[src/hw/rtl/apq_pkg.sv]
// Package for the array priority queue: request and status codes,
// sequencer states and default sizes. No dependencies.
package apq_pkg;
  localparam int DefDepth      = 8;
  localparam int DefValueWidth = 32;
  localparam int DefRankWidth  = 16;

  typedef enum logic [1:0] {
    REQ_APPEND  = 2'd0,
    REQ_INSERT  = 2'd1,
    REQ_DEQUEUE = 2'd2,
    REQ_NONE    = 2'd3
  } req_t;

  typedef enum logic [1:0] {
    ST_OK      = 2'd0,
    ST_FULL    = 2'd1,
    ST_EMPTY   = 2'd2,
    ST_DROPPED = 2'd3
  } status_t;

  typedef enum logic [2:0] {
    S_IDLE,
    S_SCAN,
    S_SHIFT,
    S_PLACE,
    S_DONE
  } state_t;
endpackage

[src/hw/rtl/array_priority_queue.sv]
// Array priority queue: value and rank memories with a sequencer that
// scans, shifts and places entries one slot a cycle. Uses apq_pkg.
// Sequence: append, rejected, empty and unused requests go straight to the result;
//   insert shifts entries up, then places; dequeue scans all, then closes the gap.
// Throughput: one request at a time; the next is taken once the sequencer is idle.
// Reset: synchronous, active low; clears fill count and handshake state only.
module array_priority_queue #(
  parameter int DEPTH       = apq_pkg::DefDepth,
  parameter int VALUE_WIDTH = apq_pkg::DefValueWidth,
  parameter int RANK_WIDTH  = apq_pkg::DefRankWidth
) (
  input  logic        clk,
  input  logic        rst_n,
  input  logic        in_tvalid,
  output logic        in_tready,
  // [1:0] req_type, [33:2] in_value, [49:34] in_rank, [55:50] zero
  input  logic [55:0] in_tdata,
  output logic        out_tvalid,
  input  logic        out_tready,
  // [1:0] status, [33:2] out_value, [49:34] out_rank, [52:50] out_slot,
  // [56:53] fill_level, [63:57] zero
  output logic [63:0] out_tdata
);
  localparam int AW = (DEPTH > 1) ? $clog2(DEPTH) : 1;
  localparam int CW = $clog2(DEPTH + 1);

  logic [VALUE_WIDTH-1:0] vmem [DEPTH];
  logic [RANK_WIDTH-1:0]  rmem [DEPTH];

  apq_pkg::state_t state_r, state_nxt;
  logic [CW-1:0] cnt_r, cnt_nxt;
  logic [CW-1:0] pos_r, pos_nxt;
  logic [CW-1:0] lim_r, lim_nxt;
  logic [AW-1:0] best_r, best_nxt;
  apq_pkg::req_t req_r, req_nxt;
  logic [VALUE_WIDTH-1:0] val_r, val_nxt;
  logic [RANK_WIDTH-1:0]  rank_r, rank_nxt;
  logic [VALUE_WIDTH-1:0] bval_r, bval_nxt;
  logic [RANK_WIDTH-1:0]  brank_r, brank_nxt;
  logic [1:0] sts_r, sts_nxt;

  logic [63:0] obuf_r, obuf_nxt;
  logic        ovld_r, ovld_nxt;

  logic                   rd_en;
  logic [AW-1:0]          rd_addr;
  logic [VALUE_WIDTH-1:0] rd_val;
  logic [RANK_WIDTH-1:0]  rd_rank;
  logic                   wr_en;
  logic [AW-1:0]          wr_addr;
  logic [VALUE_WIDTH-1:0] wr_val;
  logic [RANK_WIDTH-1:0]  wr_rank;

  logic                   in_fire;
  apq_pkg::req_t          in_req;
  logic [VALUE_WIDTH-1:0] in_val;
  logic [RANK_WIDTH-1:0]  in_rnk;
  logic [RANK_WIDTH-1:0]  key_rd, key_new, key_best;
  logic [63:0]            res;

  assign in_req  = apq_pkg::req_t'(in_tdata[1:0]);
  assign in_val  = VALUE_WIDTH'(in_tdata[33:2]);
  assign in_rnk  = RANK_WIDTH'(in_tdata[49:34]);
  assign in_fire = in_tvalid && in_tready;

  assign key_rd   = rd_rank ^ (RANK_WIDTH'(1) << (RANK_WIDTH - 1));
  assign key_new  = rank_r ^ (RANK_WIDTH'(1) << (RANK_WIDTH - 1));
  assign key_best = brank_r ^ (RANK_WIDTH'(1) << (RANK_WIDTH - 1));

  always_ff @(posedge clk) begin
    if (wr_en) begin
      vmem[wr_addr] <= wr_val;
      rmem[wr_addr] <= wr_rank;
    end
    if (rd_en) begin
      rd_val  <= vmem[rd_addr];
      rd_rank <= rmem[rd_addr];
    end
  end

  always_ff @(posedge clk) begin
    if (!rst_n) begin
      state_r <= apq_pkg::S_IDLE;
      cnt_r   <= '0;
      ovld_r  <= 1'b0;
    end else begin
      state_r <= state_nxt;
      cnt_r   <= cnt_nxt;
      ovld_r  <= ovld_nxt;
    end
    pos_r   <= pos_nxt;
    lim_r   <= lim_nxt;
    best_r  <= best_nxt;
    req_r   <= req_nxt;
    val_r   <= val_nxt;
    rank_r  <= rank_nxt;
    bval_r  <= bval_nxt;
    brank_r <= brank_nxt;
    sts_r   <= sts_nxt;
    obuf_r  <= obuf_nxt;
  end

  assign in_tready  = (state_r == apq_pkg::S_IDLE);
  assign out_tvalid = ovld_r;
  assign out_tdata  = obuf_r;

  always_comb begin
    state_nxt = state_r;
    cnt_nxt   = cnt_r;
    pos_nxt   = pos_r;
    lim_nxt   = lim_r;
    best_nxt  = best_r;
    req_nxt   = req_r;
    val_nxt   = val_r;
    rank_nxt  = rank_r;
    bval_nxt  = bval_r;
    brank_nxt = brank_r;
    sts_nxt   = sts_r;
    obuf_nxt  = obuf_r;
    ovld_nxt  = ovld_r && !out_tready;
    rd_en     = 1'b0;
    rd_addr   = '0;
    wr_en     = 1'b0;
    wr_addr   = '0;
    wr_val    = val_r;
    wr_rank   = rank_r;
    res       = '0;
    unique case (state_r)
      apq_pkg::S_IDLE: begin
        if (in_fire) begin
          req_nxt  = in_req;
          val_nxt  = in_val;
          rank_nxt = in_rnk;
          sts_nxt  = apq_pkg::ST_OK;
          bval_nxt = '0;
          brank_nxt = '0;
          best_nxt = '0;
          unique case (in_req)
            apq_pkg::REQ_APPEND: begin
              if (cnt_r == CW'(DEPTH)) begin
                sts_nxt = apq_pkg::ST_FULL;
              end else begin
                wr_en   = 1'b1;
                wr_addr = AW'(cnt_r);
                wr_val  = in_val;
                wr_rank = in_rnk;
                cnt_nxt = cnt_r + CW'(1);
              end
              state_nxt = apq_pkg::S_DONE;
            end
            apq_pkg::REQ_INSERT: begin
              pos_nxt = (cnt_r == CW'(DEPTH)) ? CW'(DEPTH - 1) : cnt_r;
              if (cnt_r == CW'(DEPTH)) sts_nxt = apq_pkg::ST_DROPPED;
              if (pos_nxt == '0) begin
                state_nxt = apq_pkg::S_PLACE;
              end else begin
                rd_en     = 1'b1;
                rd_addr   = AW'(pos_nxt - CW'(1));
                state_nxt = apq_pkg::S_SHIFT;
              end
            end
            apq_pkg::REQ_DEQUEUE: begin
              if (cnt_r == '0) begin
                sts_nxt   = apq_pkg::ST_EMPTY;
                state_nxt = apq_pkg::S_DONE;
              end else begin
                rd_en     = 1'b1;
                rd_addr   = '0;
                pos_nxt   = '0;
                lim_nxt   = cnt_r;
                state_nxt = apq_pkg::S_SCAN;
              end
            end
            default: state_nxt = apq_pkg::S_DONE;
          endcase
        end
      end
      apq_pkg::S_SHIFT: begin
        if (key_rd < key_new) begin
          wr_en   = 1'b1;
          wr_addr = AW'(pos_r);
          wr_val  = rd_val;
          wr_rank = rd_rank;
          pos_nxt = pos_r - CW'(1);
          if (pos_nxt == '0) begin
            state_nxt = apq_pkg::S_PLACE;
          end else begin
            rd_en   = 1'b1;
            rd_addr = AW'(pos_nxt - CW'(1));
          end
        end else begin
          state_nxt = apq_pkg::S_PLACE;
        end
      end
      apq_pkg::S_PLACE: begin
        wr_en   = 1'b1;
        wr_addr = AW'(pos_r);
        if (sts_r != apq_pkg::ST_DROPPED) cnt_nxt = cnt_r + CW'(1);
        state_nxt = apq_pkg::S_DONE;
      end
      apq_pkg::S_SCAN: begin
        if (req_r == apq_pkg::REQ_DEQUEUE) begin
          if (pos_r == '0 || key_rd > key_best) begin
            best_nxt  = AW'(pos_r);
            bval_nxt  = rd_val;
            brank_nxt = rd_rank;
          end
          if (pos_r + CW'(1) < lim_r) begin
            pos_nxt = pos_r + CW'(1);
            rd_en   = 1'b1;
            rd_addr = AW'(pos_nxt);
          end else begin
            req_nxt = apq_pkg::REQ_NONE;
            pos_nxt = CW'(best_nxt);
            if (CW'(best_nxt) + CW'(1) < lim_r) begin
              rd_en   = 1'b1;
              rd_addr = AW'(CW'(best_nxt) + CW'(1));
            end else begin
              cnt_nxt   = cnt_r - CW'(1);
              state_nxt = apq_pkg::S_DONE;
            end
          end
        end else begin
          wr_en   = 1'b1;
          wr_addr = AW'(pos_r);
          wr_val  = rd_val;
          wr_rank = rd_rank;
          pos_nxt = pos_r + CW'(1);
          if (pos_nxt + CW'(1) < lim_r) begin
            rd_en   = 1'b1;
            rd_addr = AW'(pos_nxt + CW'(1));
          end else begin
            cnt_nxt   = cnt_r - CW'(1);
            state_nxt = apq_pkg::S_DONE;
          end
        end
      end
      apq_pkg::S_DONE: begin
        if (!ovld_r || out_tready) begin
          res[1:0]   = sts_r;
          res[33:2]  = 32'(bval_r);
          res[49:34] = 16'(brank_r);
          res[52:50] = 3'(best_r);
          res[56:53] = 4'(cnt_r);
          obuf_nxt  = res;
          ovld_nxt  = 1'b1;
          state_nxt = apq_pkg::S_IDLE;
        end
      end
      default: state_nxt = apq_pkg::S_IDLE;
    endcase
  end

  a_cnt_range: assert property (@(posedge clk) disable iff (!rst_n)
    cnt_r <= CW'(DEPTH)) else $error("fill count above depth");
  a_no_accept_busy: assert property (@(posedge clk) disable iff (!rst_n)
    in_fire |-> state_r == apq_pkg::S_IDLE)
    else $error("accept while busy");
  a_done_result: assert property (@(posedge clk) disable iff (!rst_n)
    state_r == apq_pkg::S_DONE |=> out_tvalid) else $error("result lost");
  a_full_status: assert property (@(posedge clk) disable iff (!rst_n)
    (state_r == apq_pkg::S_DONE && sts_r == apq_pkg::ST_FULL) |-> cnt_r == CW'(DEPTH))
    else $error("full reject below depth");
endmodule
[config.mk]
export PLATFORM = sky130hd
export DESIGN_NAME = array_priority_queue
export DESIGN_NICKNAME = d
export VERILOG_FILES = /design/src/hw/rtl/apq_pkg.sv /design/src/hw/rtl/array_priority_queue.sv
export SDC_FILE = /design/constraint.sdc
export NUM_CORES = 1
export LEC_CHECK = 0
export ABC_AREA = 1
export BUFFER_PORTS_ARGS = -buffer_cell sky130_fd_sc_hd__buf_2
export CORE_MARGIN = 2
export CORE_UTILIZATION = 45
export DETAILED_ROUTE_END_ITERATION = 6
export GPL_TIMING_DRIVEN = 0
export PLACE_DENSITY = 0.62
export SYNTH_ARGS = -nofsm -noshare
export SYNTH_HDL_FRONTEND = slang
export SYNTH_SLANG_ARGS = --single-unit
[constraint.sdc]
create_clock -name clk -period 8.5 [get_ports clk]
set_input_delay 0.85 -clock clk [delete_from_list [all_inputs] [get_ports clk]]
set_output_delay 0.85 -clock clk [all_outputs]
set_load 0.02 [all_outputs]
Word-level counts from Yosys, hierarchy flattened. Memory sizes are Yosys's and may differ from the RTL's. A register that Yosys moved wholly into a read port is not among the register bits. Cells that the tools add are included.

Add/sub/neg operators: 8. Order comparisons: 5. Equal/unequal tests: 24. Multiplexer cells: 100. Bitwise operators: 4. Reduce and logical (&&, ||, !) cells: 24.

Operator list (number): $mux 32 (8); $mux 16 (8); $pmux 32 s3 (1); $mux 3 (28); $pmux 32 s2 (1); $mux 4 (14); $pmux 16 s3 (1); $pmux 16 s2 (1); $pmux 4 s3 (2); $mux 1 (20); $gt 16x16->1 (1); $logic_not 4->1 (4); $lt 16x16->1 (1); $ne 2x2->1 const B (8); $ne 3x3->1 const B (5); $pmux 3 s5 (1); $add 4x1->4 const B (3); $lt 4x4->1 (3); $pmux 3 s2 (2); $pmux 3 s4 (1); $reduce_and 4->1 (3); $mux 2 (5); $pmux 3 s3 (1); $pmux 4 s2 (1); other kinds (29) (42).

Flip-flop bits (word level): 176. Memory bits (writable): 384. Output and inout port bits: 66. Word-level logic and storage cells: 180. Memories kept: 2.

Memories: vmem (depth 8, bits a word 32, read ports 1, clocked after memory_dff 1, wr ports 1, RTL line array_priority_queue.sv:27) `logic [VALUE_WIDTH-1:0] vmem [DEPTH];`; rmem (depth 8, bits a word 16, read ports 1, clocked after memory_dff 1, wr ports 1, RTL line array_priority_queue.sv:28) `logic [RANK_WIDTH-1:0] rmem [DEPTH];`.

Longest topological paths before layout.
Word-level depth: 12. Gate-level depth with buffers: 36. Mapped depth without buffers: 34.

Worst setup path after synthesis. OpenSTA, ideal clock, no wires.

Kind: input to register. From: in in_tvalid. To: mem rmem[0][0] (netlist bit), enable pin. Setup time: 454 ps. Data arrival time: 6400 ps. Slack: 1646 ps. Stages: 7. Path buffers: 1. Cells stage by stage: inv_1 nor2_1 nand2_1 inv_1 clkbuf_1 o21ai_0 nor2_1.

Cells in the longest elaborated chain, start to end: 5. Elaborated cells on any way between the ends: 7. Those cells by class: 6 x mux; 1 x reduce/logical.

RTL lines: from (decl) (RTL line array_priority_queue.sv:14) `input logic in_tvalid,`; $logic_and 1x1->1 (*) (RTL line array_priority_queue.sv:64) `assign in_fire = in_tvalid && in_tready;`; $mux 1 (RTL line array_priority_queue.sv:130) `if (in_fire) begin`; $pmux 1 s4 (RTL line array_priority_queue.sv:128) `unique case (state_r)`; $mux 1 (RTL line array_priority_queue.sv:71) `if (wr_en) begin`; $mux 1 (not written as such) (RTL line array_priority_queue.sv:73) `rmem[wr_addr] <= wr_rank;`; to (decl) (RTL line array_priority_queue.sv:28).

Mark *: on every way between the ends. The rest lies on a longest branch, timed or not.

Worst setup path in the final report.
From: reg rd_rank[15] (read register of rmem). To: reg rd_val[13] (read register of vmem) (data pin).

Cells in the longest elaborated chain, start to end: 12. Elaborated cells on any way between the ends: 19. Those cells by class: 1 x add/sub; 3 x order compare; 13 x mux; 1 x bitwise; 1 x reduce/logical.

RTL lines: from (decl) (RTL line array_priority_queue.sv:48) `logic [RANK_WIDTH-1:0] rd_rank;`; $not 1->1 (no line) (*); $gt 16x16->1 (RTL line array_priority_queue.sv:203) `if (pos_r == '0 || key_rd > key_best) begin`; $logic_or 1x1->1 (RTL line array_priority_queue.sv:203); $mux 3 (RTL line array_priority_queue.sv:203); $mux 3 (RTL line array_priority_queue.sv:202) `if (req_r == apq_pkg::REQ_DEQUEUE) begin`; $mux 3 (RTL line array_priority_queue.sv:128); $add 3x1->4 (RTL line array_priority_queue.sv:217) `rd_addr = AW'(CW'(best_nxt) + CW'(1));`; $lt 4x4->1 (RTL line array_priority_queue.sv:215) `if (CW'(best_nxt) + CW'(1) < lim_r) begin`; $mux 3 / $mux 1 (equally long branches) (RTL line array_priority_queue.sv:215); $mux 3 / $mux 1 (equally long branches) (RTL line array_priority_queue.sv:208) `if (pos_r + CW'(1) < lim_r) begin`; $mux 3 / $mux 1 (equally long branches) (RTL line array_priority_queue.sv:202); $pmux 3 s3 / $pmux 1 s3 (equally long branches) (RTL line array_priority_queue.sv:128); to (decl) (RTL line array_priority_queue.sv:47) `logic [VALUE_WIDTH-1:0] rd_val;`.

Mark *: on every way between the ends. The rest lies on a longest branch, timed or not. The select of a mux whose other input is x is not followed. A chain may end at the register's enable or synchronous reset.

==> impl_metrics.toml <==
[placed_design]
gp_congestion = 0.9243
place.detailed.hpwl_um = 55830
post-place-ws_ns = 3.483
dpl_cell_area_um2 = 30350
portBuffers = 112

[timing]
fin_ws_ns = 3.381
whs_ns = 0.4071
fin_skew_ns = 0.03233
finalMaxSlewViolations = 0
finalCriticalPeriod_ns = 5.119
rsz0062_at_grt = "no"
slew_headroom_pct = 19.65
worstMarginPinSlew_ns = 1.204
timing.fmax_mhz = 195.4
finalSetupViolations = 0
hold_viol_final = 0
fin_crit_sh_pct = 60.22

[yosys]
synth.avg_cell_area_um2 = 10.29
yosysUniqueCellTypes = 49
synth_area_leaders = "edfxtp_1, nand2_1, nand3_1, inv_1, ha_1"
netlist_top_cells_count = "edfxtp_1, nand2_1, inv_1"
yosysTopAreaCell = "edfxtp_1"
synth_most_common_cell = "edfxtp_1"
synth_flop_cell = "edfxtp_1"
synth-seq-cells = 608
synth_top_area_share_pct = 63.66
syn_inst = 2749
syn-cell-area_um2 = 28300
synth_edf_count = 600
yosys_warnings = 0
async_flop_share_pct = 0
ys_seq_area_share_pct = 64.23

[clock_tree]
cts_buffers = 61
clkSinkCount = 608
cts_resized = 0
post_cts_buffers = 0
ctsHoldBuffers = 0
cts_buffer_depth = 3
clock_latency_ns = 0.64
clkTransAtPathRegs_ns = 0.06
cts_tree = "done"
htree_levels = 2
cts_root_buf = "clkbuf_16"

[layout]
diodes = 0
fin_area_um2 = 32370
seq_area_um2 = 18180
final_nets = 3058
nFillCells = 5524
fin_util_pct = 52.25
drive_above_1_share_pct = 11.93
syn2layout_area_growth_pct = 14.36
multi_input_area_um2 = 7423

[drt]
wl_um = 78510
via_per_inst = 5.278
num_vias = 20220
drt_first_pass_iters = 6
wl_per_cell_um = 20.50
drc = 0
ant_nets = 0
drt_iter0_drc = 2075

[floorplan]
io_pins = 126
initial_core_util_pct = 45.69
die_w_um = 254.8
fp.dieH_um = 254.8
coreArea_um2 = 61940
num_rows = 91
dieArea_um2 = 64910

[setup_path]
rr_startpoint = "rd_rank[15]"
slowest_delay_ns = 0.54
slowest_stage = "edfxtp_1"
required_ns = 8.84
critPathTopFamily = "simple AND/OR/NAND/NOR gates"
cp-start-kind = "flip-flop"
path_common_cell = "nand2_1"
crit_buf_inv = 6
worst_setup_path_end_kind = "flip-flop"
r2r_slack_ns = 3.38
path_class = "flip-flop to flip-flop"
critPathLaunch = "rd_rank[15]"
cp_max_fo = 10
arrival_ns = 5.46

[global_route]
overflow = 0
antenna_found_initial = 2
gr-usage-all-layers_pct = 24.05
grt_max_degree = 49
grt_pass1_vias = 19150
grt_pass1_wl_um = 116000

[power_and_ir_drop]
vdd_drop_max_mv = 0.1869
power_density_nw_per_um2 = 425.0
cellLeakagePower_nw = 13.76
finalPower_mw = 13.76

[hold_path]
hold_class = "primary input to flip-flop"
hp-start = "in_tdata[20]"

[flow_run]
drv_cap = 0

[run_status]
status = "finished, final reports clean"
[per-layer routing]
layer | up-vias | routed length (µm) | track usage [%]
met5 | - | 32 | 0
met4 | 4 | 1921 | 6.165
met3 | 139 | 6424 | 3.817
met2 | 861 | 36220 | 38.68
met1 | 9643 | 33910 | 34.16
li1 | 9569 | - | -
[metrics by stage]
| stage | std cells | setup TNS [ns] |
|---|---|---|
| final | 3830 | 0 |
| after global routing | 3830 | 0 |
| after CTS | 3830 | 0 |
| after detailed placement | 3718 | 0 |
| after global placement | 3704 | -1033.42 |
| after floorplan | 2755 | 0 |
[sequential cells by signal, indices dropped and copies added, names as in the netlist, 2 cells and up]
signal and flops:
brank_r 16, lim_r 4, rd_rank 16, val_r 32, state_r 3, cnt_r 4
rmem 128, out_tdata 57, best_r 3, vmem 256, req_r 2, bval_r 32
rank_r 16, rd_val 32, pos_r 4, sts_r 2
[area by class of cell]
cell class / instances / share of cell area, %
clock inverter: 37 / 1.152
inverter: 543 / 6.297
buffer: 145 / 2.432
sequential: 608 / 56.16
clock buffer: 75 / 5.072
multi-input combinational: 1459 / 22.94
timing repair buffer: 126 / 2.714
tap: 837 / 3.236
[report_power, final]
part	total [mW]	internal [mW]	switching (mW)
combinational	5.60	1.52	4.08
clock	2.71	1.55	1.16
sequential	5.45	5.08	0.367
total	13.8	8.15	5.60
[cells by family after synthesis]
logic type / count (synthesis) / share of synthesized area (%)
XOR/XNOR: 11 / 0.3404
buffers and inverters: 688 / 9.983
AO/OA/AOI/OAI: 270 / 6.097
flip-flops: 608 / 64.23
adder cells (fa/ha/maj): 54 / 2.414
AND/OR/NAND/NOR: 1117 / 16.92
other: 1 / 0.01325
[worst paths after layout]
check / endpoint / cells after the start
worst min-delay path: val_r[18] / 1
worst max register to register: rd_val[13] / 30
worst min register to register: out_tdata[28] / 0
worst max-delay path: rd_val[13] / 30
[placed cells by master, fill, tap and decap left out, types with 10 or more instances in the layout]
cell type | netlist | layout
edfxtp_1 | 600 | 600
nand2_1 | 565 | 565
inv_1 | 528 | 528
nand3_1 | 402 | 401
buf_2 | 59 | 171
nor2_1 | 123 | 114
o21ai_0 | 102 | 101
clkbuf_16 | 0 | 63
clkbuf_1 | 44 | 54
ha_1 | 53 | 53
o2111ai_1 | 49 | 49
a21oi_1 | 48 | 47
a22oi_1 | 34 | 34
buf_4 | 33 | 33
inv_2 | 15 | 15
a221oi_1 | 14 | 14
clkinv_2 | 0 | 12
nor2_4 | 1 | 10
nor3_1 | 10 | 10
clkinv_1 | 0 | 10
Note: power is estimated with default switching activity, not from simulation.
